### config.mk
export PLATFORM = sky130hd
export DESIGN_NAME = min_slot_priority_queue
export DESIGN_NICKNAME = d
export VERILOG_FILES = /design/src/design/msq_pkg.sv /design/src/design/msq_cell.sv /design/src/design/min_slot_priority_queue.sv
export SDC_FILE = /design/constraint.sdc
export NUM_CORES = 2
export LEC_CHECK = 0
export BUFFER_PORTS_ARGS = -buffer_cell sky130_fd_sc_hd__buf_2
export CORE_UTILIZATION = 30
export DETAILED_ROUTE_END_ITERATION = 16
export PLACE_DENSITY = 0.46
export SLEW_MARGIN = 20
export SYNTH_ARGS = -nofsm -noshare
export SYNTH_HDL_FRONTEND = slang
export SYNTH_SLANG_ARGS = --single-unit
### constraint.sdc
create_clock -name clk -period 4.17 [get_ports clk]
set_input_delay 0 -clock clk [delete_from_list [all_inputs] [get_ports clk]]
set_output_delay 0 -clock clk [all_outputs]
set_load 0.005 [all_outputs]
### src/design/msq_pkg.sv
// Shared types, constants and codes of the min slot priority queue.
package msq_pkg;

	localparam int CAPACITY = 64;
	localparam int KEY_W    = 16;
	localparam int FIELD_W  = 8;
	localparam int CMD_W    = 2;
	localparam int STATUS_W = 3;
	localparam int CFG_IDX_W = 1;

	localparam logic [CMD_W-1:0] CMD_ADD    = 2'd0;
	localparam logic [CMD_W-1:0] CMD_RETURN = 2'd1;
	localparam logic [CMD_W-1:0] CMD_TAKE   = 2'd2;

	localparam logic [STATUS_W-1:0] ST_OK         = 3'd0;
	localparam logic [STATUS_W-1:0] ST_FLOOR_OVER = 3'd1;
	localparam logic [STATUS_W-1:0] ST_SLOT_OVER  = 3'd2;
	localparam logic [STATUS_W-1:0] ST_EMPTY      = 3'd3;
	localparam logic [STATUS_W-1:0] ST_FULL       = 3'd4;

	localparam logic [CFG_IDX_W-1:0] CFG_MAX_FLOOR = 1'd0;
	localparam logic [CFG_IDX_W-1:0] CFG_MAX_SLOT  = 1'd1;

	typedef struct packed {
		logic [CMD_W-1:0]   cmd;
		logic [FIELD_W-1:0] floor_in;
		logic [FIELD_W-1:0] slot_in;
	} in_t;

	typedef struct packed {
		logic [STATUS_W-1:0] status;
		logic [FIELD_W-1:0]  taken_floor;
		logic [FIELD_W-1:0]  taken_slot;
		logic                head_valid;
		logic [FIELD_W-1:0]  head_floor;
		logic [FIELD_W-1:0]  head_slot;
	} out_t;

	typedef struct packed {
		logic             valid;
		logic [KEY_W-1:0] key;
	} entry_t;

	typedef struct packed {
		logic             ins;
		logic             take;
		logic [KEY_W-1:0] key;
	} cell_ctrl_t;

endpackage

### src/design/msq_cell.sv
// One cell of the sorted chain: holds one entry and trades with its neighbours.
module msq_cell
	import msq_pkg::*;
(
	input  logic       clk,
	input  logic       arst_n,
	input  cell_ctrl_t ctrl,
	input  entry_t     prev,
	input  entry_t     next,
	output entry_t     entry
);

	logic             valid_q;
	logic [KEY_W-1:0] key_q;
	logic             lt_prev;
	logic             lt_self;

	assign lt_prev = prev.valid && (ctrl.key < prev.key);
	assign lt_self = prev.valid && (!valid_q || (ctrl.key < key_q));

	always_ff @(posedge clk or negedge arst_n) begin
		if (!arst_n) begin
			valid_q <= 1'b0;
		end else if (ctrl.take) begin
			valid_q <= next.valid;
		end else if (ctrl.ins && (lt_prev || lt_self)) begin
			valid_q <= 1'b1;
		end
	end

	always_ff @(posedge clk) begin
		if (ctrl.take) begin
			key_q <= next.key;
		end else if (ctrl.ins && lt_prev) begin
			key_q <= prev.key;
		end else if (ctrl.ins && lt_self) begin
			key_q <= ctrl.key;
		end
	end

	assign entry.valid = valid_q;
	assign entry.key   = key_q;

endmodule

### src/design/min_slot_priority_queue.sv
// Top level of the min slot priority queue: command decode, cell chain and result register.
//
// Usage: a command beat is taken at a rising edge with start high and busy low.
// busy stays low, so a command may be issued in every cycle. The command is add
// (limits checked against max_floor and max_slot), return (no limit check) or take.
// The result beat follows in the cycle after the command, marked by done for
// exactly one cycle; the receiver cannot stall it and must take it then.
// Every result carries the status, the removed entry for a take, and the least
// entry left after the command. Throughput is one command per cycle, set by the
// chain of cells, which keeps the entries sorted with the least in the first cell,
// shifts the entries behind the insertion point back by one place on an insert
// and the whole row forward on a take. The configuration port writes max_floor
// (index 0) or max_slot (index 1) at any edge with cfg_we high. Reset empties
// the queue at once, sets both limits to 255 and clears done.
module min_slot_priority_queue
	import msq_pkg::*;
(
	input  logic                 clk,
	input  logic                 arst_n,
	input  logic                 start,
	output logic                 busy,
	input  in_t                  req,
	output logic                 done,
	output out_t                 rsp,
	input  logic                 cfg_we,
	input  logic [CFG_IDX_W-1:0] cfg_index,
	input  logic [FIELD_W-1:0]   cfg_data
);

	logic [FIELD_W-1:0]  max_floor_q;
	logic [FIELD_W-1:0]  max_slot_q;
	logic                done_q;
	logic [STATUS_W-1:0] status_q;
	logic [KEY_W-1:0]    taken_q;

	entry_t              cells [CAPACITY];
	cell_ctrl_t          ctrl;
	logic                accept;
	logic                full;
	logic                empty;
	logic [STATUS_W-1:0] status_d;

	assign busy   = 1'b0;
	assign accept = start && !busy;
	assign full   = cells[CAPACITY-1].valid;
	assign empty  = !cells[0].valid;

	always_comb begin
		status_d  = ST_OK;
		ctrl.ins  = 1'b0;
		ctrl.take = 1'b0;
		ctrl.key  = {req.floor_in, req.slot_in};
		case (req.cmd)
			CMD_ADD: begin
				if (req.floor_in > max_floor_q) begin
					status_d = ST_FLOOR_OVER;
				end else if (req.slot_in > max_slot_q) begin
					status_d = ST_SLOT_OVER;
				end else if (full) begin
					status_d = ST_FULL;
				end else begin
					ctrl.ins = accept;
				end
			end
			CMD_RETURN: begin
				if (full) begin
					status_d = ST_FULL;
				end else begin
					ctrl.ins = accept;
				end
			end
			CMD_TAKE: begin
				if (empty) begin
					status_d = ST_EMPTY;
				end else begin
					ctrl.take = accept;
				end
			end
			default: begin
				status_d = ST_OK;
			end
		endcase
	end

	for (genvar i = 0; i < CAPACITY; i++) begin : g_cell
		entry_t prev_e;
		entry_t next_e;
		if (i == 0) begin : g_first
			// The first cell sees a valid neighbour holding the smallest key.
			assign prev_e.valid = 1'b1;
			assign prev_e.key   = '0;
		end else begin : g_mid_prev
			assign prev_e = cells[i-1];
		end
		if (i == CAPACITY - 1) begin : g_last
			assign next_e = '0;
		end else begin : g_mid_next
			assign next_e = cells[i+1];
		end
		msq_cell u_cell (
			.clk    (clk),
			.arst_n (arst_n),
			.ctrl   (ctrl),
			.prev   (prev_e),
			.next   (next_e),
			.entry  (cells[i])
		);
	end

	always_ff @(posedge clk or negedge arst_n) begin
		if (!arst_n) begin
			max_floor_q <= '1;
			max_slot_q  <= '1;
		end else if (cfg_we) begin
			case (cfg_index)
				CFG_MAX_FLOOR: max_floor_q <= cfg_data;
				CFG_MAX_SLOT:  max_slot_q  <= cfg_data;
				default:       max_floor_q <= max_floor_q;
			endcase
		end
	end

	always_ff @(posedge clk or negedge arst_n) begin
		if (!arst_n) begin
			done_q <= 1'b0;
		end else begin
			done_q <= accept;
		end
	end

	always_ff @(posedge clk) begin
		if (accept) begin
			status_q <= status_d;
			taken_q  <= ctrl.take ? cells[0].key : '0;
		end
	end

	assign done             = done_q;
	assign rsp.status       = status_q;
	assign rsp.taken_floor  = taken_q[KEY_W-1:FIELD_W];
	assign rsp.taken_slot   = taken_q[FIELD_W-1:0];
	assign rsp.head_valid   = cells[0].valid;
	assign rsp.head_floor   = cells[0].valid ? cells[0].key[KEY_W-1:FIELD_W] : '0;
	assign rsp.head_slot    = cells[0].valid ? cells[0].key[FIELD_W-1:0] : '0;

	// The first two cells stay in order, and the last cell is valid only if the one before it is.
	a_head_sorted : assert property (@(posedge clk) disable iff (!arst_n)
		cells[1].valid |-> (cells[0].valid && (cells[0].key <= cells[1].key)))
		else $error("head cells out of order");

	a_tail_packed : assert property (@(posedge clk) disable iff (!arst_n)
		cells[CAPACITY-1].valid |-> cells[CAPACITY-2].valid)
		else $error("gap in the cell chain");

	a_one_result : assert property (@(posedge clk) disable iff (!arst_n)
		(start && !busy) |=> done)
		else $error("command beat without result beat");

	a_no_spurious : assert property (@(posedge clk) disable iff (!arst_n)
		!(start && !busy) |=> !done)
		else $error("result beat without command beat");

	a_empty_take : assert property (@(posedge clk) disable iff (!arst_n)
		(done && (rsp.status == ST_EMPTY)) |-> !rsp.head_valid)
		else $error("empty status with a head entry");

endmodule

### Word-level counts from Yosys, hierarchy flattened

Index checks and enable logic that the tools add are counted.

* add/subtract/negate cells: 0
* $mul: 0
* divide/modulo/power cells: 0
* $lt $le $gt $ge: 67
* equality and inequality tests: 2
* shift operators: 0
* mux-type cells: 332
* bitwise gates (word level): 1
* reductions and logical operators: 641

Operator list (number)
* $mux W16: 191
* $lt A16 B16 Y1: 64
* $logic_and A1 B1 Y1: 318
* $reduce_bool A3 Y1: 63
* $mux W1: 133
* $reduce_bool A2 Y1: 65
* $logic_or A1 B1 Y1: 128
* $logic_not A1 Y1: 64
* $gt A8 B8 Y1: 2
* $lt A16 B1 Y1 const B: 1
* $mux W8: 2
* $mux W3: 3
* $pmux W3 S3: 1
* $reduce_and A2 Y1: 2
* $eq A2 B1 Y1 const B: 1
* $eq A2 B2 Y1 const B: 1
* $logic_not A2 Y1: 1
* $mux W2: 1
* $pmux W1 S2: 1
* $not A1 Y1: 1

* flip-flop bits (word level): 1124
* latch bits: 0
* memory bits (writable): 0
* ROM bits: 0
* input bits: 31
* output and inout bits: 38
* word-level logic and storage cells: 1176
* memories: 0

### Depth between registers and ports, before layout

* word-level depth: 8
* gate-level depth with buffers: 15
* depth with buffers taken out: 9

### Hierarchy

Synthesis repeated with hierarchy kept, for this count alone.

* cells, all modules: 10787
* area total of the unflattened synthesis: 113533.9 sq um

By module, submodules not included
* msq_cell: times used 64, cells each 166, area each 1744.2 sq um, seq. area each 505.5 sq um
* min_slot_priority_queue: times used 1, cells each 163, area each 1906.8 sq um, seq. area each 1016.0 sq um

### Least setup slack after synthesis

No wires, ideal clock.

* path kind: register to register
* from: register max_slot_q[1]
* to: register g_cell[44].u_cell.key_q[0] (enable)
* library setup time: 0.411 ns
* arrival time: 3.476 ns
* required time: 3.759 ns
* path slack: 0.283 ns
* cell stages (with the launch flop): 13
* buffers on the path: 3
* period minus slack after synthesis: 3.887 ns
* cells stage by stage: dfstp_2 > inv_1 > ha_1 > nor2b_1 > o211ai_1 > a21oi_1 > o22ai_1 > a21o_1 > clkbuf_2 > buf_2 > buf_2 > nand3_1 > o21ai_0

* longest elaborated chain between the ends: 6
* elaborated cells between the ends (all ways): 7
* those cells by class: order compare: 1; mux: 3; reduce/logical: 3

RTL lines
* start, declared: line min_slot_priority_queue.sv:31 `logic [FIELD_W-1:0] max_slot_q;`
* start signal, assigned: line min_slot_priority_queue.sv:117 `CFG_MAX_SLOT: max_slot_q <= cfg_data;`
* $gt A8 B8 Y1 (*): line min_slot_priority_queue.sv:57 `end else if (req.slot_in > max_slot_q) begin`
* $mux W1 (*): line min_slot_priority_queue.sv:57
* $mux W1 (*): line min_slot_priority_queue.sv:55 `if (req.floor_in > max_floor_q) begin`
* $pmux W1 S2 (*): line min_slot_priority_queue.sv:53 `case (req.cmd)`
* $logic_and A1 B1 Y1, on equally long branches: line msq_cell.sv:36, msq_cell.sv:34
* $reduce_bool A3 Y1 (no line) (*)
* end signal, assigned: line msq_cell.sv:33 `key_q <= next.key;`
* end signal, assigned: line msq_cell.sv:35 `key_q <= prev.key;`
* end signal, assigned: line msq_cell.sv:37 `key_q <= ctrl.key;`
* end, declared: line msq_cell.sv:14 `logic [KEY_W-1:0] key_q;`

Mark *: on every way between the ends. The rest lies on a longest branch, timed or not.
A chain may end at the register's enable or synchronous reset.

### Worst setup path after layout

* from: register max_slot_q[1]
* to: register g_cell[1].u_cell.key_q[7], data pin

* longest elaborated chain between the ends: 7

RTL lines
* $gt A8 B8 Y1: line min_slot_priority_queue.sv:57
* $mux W1: line min_slot_priority_queue.sv:57
* $mux W1: line min_slot_priority_queue.sv:55
* $pmux W1 S2: line min_slot_priority_queue.sv:53
* $logic_and A1 B1 Y1: line msq_cell.sv:34 `end else if (ctrl.ins && lt_prev) begin`
* $mux W16: line msq_cell.sv:34
* $mux W16: line msq_cell.sv:32 `if (ctrl.take) begin`
* end signal, assigned: line msq_cell.sv:33
* end signal, assigned: line msq_cell.sv:35
* end signal, assigned: line msq_cell.sv:37
* end, declared: line msq_cell.sv:14

No other way between the ends.

==> results by group <==
Pwr
  • Sequential group share of total power: 38.2%
  • Power density over the cells: 472 nW/um^2
  • Fraction of power spent switching nets: 36.2%
  • Clock share of power: 31.1%
  • Internal power contribution: 26.6 mW
  • Total leakage power: 35.5 nW
  • Logic gate share of total power: 30.7%
  • IR drop worst, VDD: 0.000461 V
  • Switching power: 15.1 mW
  • Overall power: 41.7 mW

STA
  • Final worst path period share: 85.3%
  • Unrepaired setup endpoints after global routing: false
  • Final Hold Fails: 0
  • Final setup violation count: 0
  • Slew Limit Headroom: 16.9%
  • Final-layout setup total negative slack: 0 ns
  • Number of pins with negative max-slew slack in the final report: 0
  • Largest clock skew in the final design: 0.0397 ns
  • Worst hold margin: 0.0489 ns
  • Worst Slack Setup Final: 0.614 ns
  • Slew at the pin closest to its max-slew limit: 1.25 ns
  • Peak Freq: 0.281 GHz
  • Min Clock Period, post-route: 3.56 ns

Global route
  • Antenna violations before repair: 12
  • Maximum number of pins on one net before global-route repair: 218
  • Vias in the first global route: 65100
  • GR Overflow Total: 0
  • First-pass GRT wire length: 441000 microns
  • Overall fraction of global-route tracks in use: 22.1%

Synthesis
  • Syn_nets: 9030
  • Synthesized area: 78400 sq um
  • Register bit total from synthesis: 1124
  • Async set or reset register ratio after synthesis: 7.21%
  • Top_reg_cell synth: sky130_fd_sc_hd__edfxtp_1
  • Post-Synthesis Cells: 8038
  • Proportion of synthesized chip area in sequential cells: 42.4%
  • Ys Warns: 0
  • Number of enable-type register cells in the synthesized netlist: 1027
  • Number of distinct library cells after synthesis: 70
  • Avg Inst Size Synth: 9.75 sq um

CTS
  • Gates resized, CTS repair: 0
  • Clock tree from TritonCTS: built
  • Latest clock arrival within the worst-skew pair: 0.82 ns
  • Hold buffers post-CTS: 45
  • # clock sinks: 1124
  • Buffers inserted during post-CTS setup optimization: 0
  • CTS clk-pin slew, worst paths: 0.06 ns
  • Number of buffers on the longest clock path: 3
  • CTS root buffer: sky130_fd_sc_hd__clkbuf_16
  • Number of clock buffers inserted by TritonCTS: 146
  • Total number of H-tree levels: 4

Detailed routing
  • Antenna Violating Nets Remaining: 0
  • Total via count in the routed design: 66200
  • Detailed-router iteration count before antenna repair: 6
  • Total DRC errors in the routed layout: 0
  • Routed wire length: 298000 microns
  • Average vias per placed instance: 5.77
  • Detailed-route wire length per cell: 26.0 microns
  • Starting DRC count in detailed routing: 6096

Layout
  • Cell Count, Final, Fillers Out: 11500
  • Final Cell Area: 88300 sq um
  • Register cell area after layout: 33200 sq um
  • Proportion of layout cells with a drive suffix above 1: 8.27%
  • Number of fillers in the final layout: 26100
  • Core occupancy in the finished layout: 34.0%
  • Area growth from synthesis to layout: 12.7%
  • Area of the multi-input gates: 38800 sq um
  • Number of nets in the final layout: 8945

Place
  • Dpl hpwl: 206000 microns
  • GPL Wtd Cong: 0.835
  • Count of port buffers added during placement: 67
  • Cell area after placement: 83100 sq um
  • Dpl cells: 11200
  • Minimum setup slack after placement: 0.504 ns

Die
  • Die outline area: 263000 sq um
  • CORE AREA: 260000 sq um
  • Cell row count: 187
  • Initial core utilization: 30.2%
  • Die Ht: 513 microns
  • X dimension of the die: 513 microns
  • Top-Level Pins: 69

Flow run
  • Number of max-cap violations: 0

Worst setup path
  • Launching element type of the critical path: flip-flop
  • Signal arrival time at the worst endpoint: 4.18 ns
  • Class of the most critical setup path: flip-flop to flip-flop
  • Worst endpoint required time: 4.79 ns
  • Sort of element at the end of the critical path: flip-flop
  • Biggest fanout along the worst timing path: 21

Status
  • Run status: finished clean

Worst hold path
  • Hold Path Class: primary input to flip-flop
power groups by stage:
| stage | Combinational (mW) | Sequential, mW | Clock (mW) |
|---|---|---|---|
| global route | 14.2 | 16.1 | 13.6 |
| global placement | 12.3 | 16.1 | 0 |
| finish | 12.8 | 15.9 | 13.0 |
| CTS | 12.7 | 15.9 | 13.2 |
| floorplan | 8.05 | 15.8 | 0 |
| detailed placement | 12.7 | 16.1 | 0 |
area by class of cell:
cell class	count	area share [%]
Inverter	1038	4.41
Tap cell	3402	4.82
Sequential cell	1124	37.6
Clock buffer	193	4.58
Multi-Input combinational cell	5264	44.0
Antenna cell	5	0.0142
Clock inverter	68	0.806
Timing Repair Buffer	379	3.83
Yosys cell counts, drive strengths merged (48+ instances only):
| master | n | area (sq um) |
|---|---|---|
| o221ai | 971 | 8500 |
| dfrtp | 65 | 1630 |
| nand2 | 467 | 1750 |
| ha | 961 | 12000 |
| a21oi | 397 | 1990 |
| nor3 | 65 | 330 |
| a21o | 89 | 668 |
| clkbuf | 510 | 1920 |
| buf | 102 | 626 |
| edfxtp | 1027 | 30800 |
| nand2b | 108 | 743 |
| nor3b | 58 | 440 |
| o21ai | 1165 | 5830 |
| nand3 | 211 | 1150 |
| nor2 | 240 | 901 |
| and3 | 48 | 300 |
| inv | 1038 | 3900 |
registers in the layout, indices dropped and copies added (netlist names):
register               cells
g_cell.u_cell.key_q     1024
g_cell.u_cell.valid_q     64
taken_q                   16
max_floor_q                8
max_slot_q                 8
status_q                   3
done                       1
path summary, 6_finish.rpt:
| check | start | slack (ns) | cells after the start | to |
|---|---|---|---|---|
| setup / recovery | max_slot_q[1]$_DFFE_PN1P_ | 0.61 | 10 | g_cell[1].u_cell.key_q[7]$_DFFE_PP_ |
| hold / removal | req[2] | 0.05 | 4 | g_cell[63].u_cell.key_q[2]$_SDFFE_PP0P_ |
| hold reg to reg | g_cell[63].u_cell.key_q[1]$_SDFFE_PP0P_ | 0.46 | 2 | g_cell[63].u_cell.key_q[1]$_SDFFE_PP0P_ |
| max in group asynchronous | arst_n | 3.05 | 4 | g_cell[3].u_cell.valid_q$_DFFE_PN0P_ |
| min in group asynchronous | arst_n | 0.46 | 3 | max_floor_q[4]$_DFFE_PN1P_ |
| setup reg to reg | max_slot_q[1]$_DFFE_PN1P_ | 0.61 | 10 | g_cell[1].u_cell.key_q[7]$_DFFE_PP_ |
metal layers:
layer / vias up / part of all wire, % / routed length [microns] / GRT usage, %
li1: 30500 / - / - / -
met1: 32900 / 44 / 130000 / 29.5
met2: 2320 / 48 / 142000 / 36.9
met3: 498 / 5.7 / 16900 / 2.74
met4: 2 / 3.0 / 8880 / 7.10
met5: - / 0.0044 / 13 / 0
worst max-delay path: stages (launching register included):
cell                       delay (ns)
sky130_fd_sc_hd__dfstp_2         0.52
sky130_fd_sc_hd__inv_1           0.04
sky130_fd_sc_hd__ha_1            0.28
sky130_fd_sc_hd__nor2b_1         0.13
sky130_fd_sc_hd__o211ai_1        0.15
sky130_fd_sc_hd__a21oi_1         0.09
sky130_fd_sc_hd__o22ai_1         0.57
sky130_fd_sc_hd__a21o_4          0.32
sky130_fd_sc_hd__buf_4           0.37
sky130_fd_sc_hd__nand2b_1        0.51
sky130_fd_sc_hd__o221ai_1        0.35
layout by cell type (no fill, tap or decap), drive strengths merged, types with 34 or more instances in the layout:
master and count:
nor3b 58, a21o 89, a21oi 397, nor2 240, o211ai 34, buf 335
and3 48, nor3 65, nand2 467, nand4 44, nand3 211, o221ai 971
nand2b 108, a221oi 35, or3 35, inv 1043, ha 961, clkbuf 193
o21ai 1165, edfxtp 1027, dlygate4sd3 44, dfrtp 65, clkinv 47
cells by family (layout without fill, tap and decap cells):
family                     count (synthesis)  in the layout  synth area share [%]
AOI/OAI and AO/OA                       2875           2875                  24.7
adders and majority gates                961            961                  15.3
buffers and inverters                   1650           1678                  8.22
DFF                                     1124           1124                  42.4
muxes                                     41             41                 0.538
other                                      1              6               0.00478
and+or+nand+nor                         1386           1386                  8.86
Note: power is estimated with default switching activity, not from simulation.
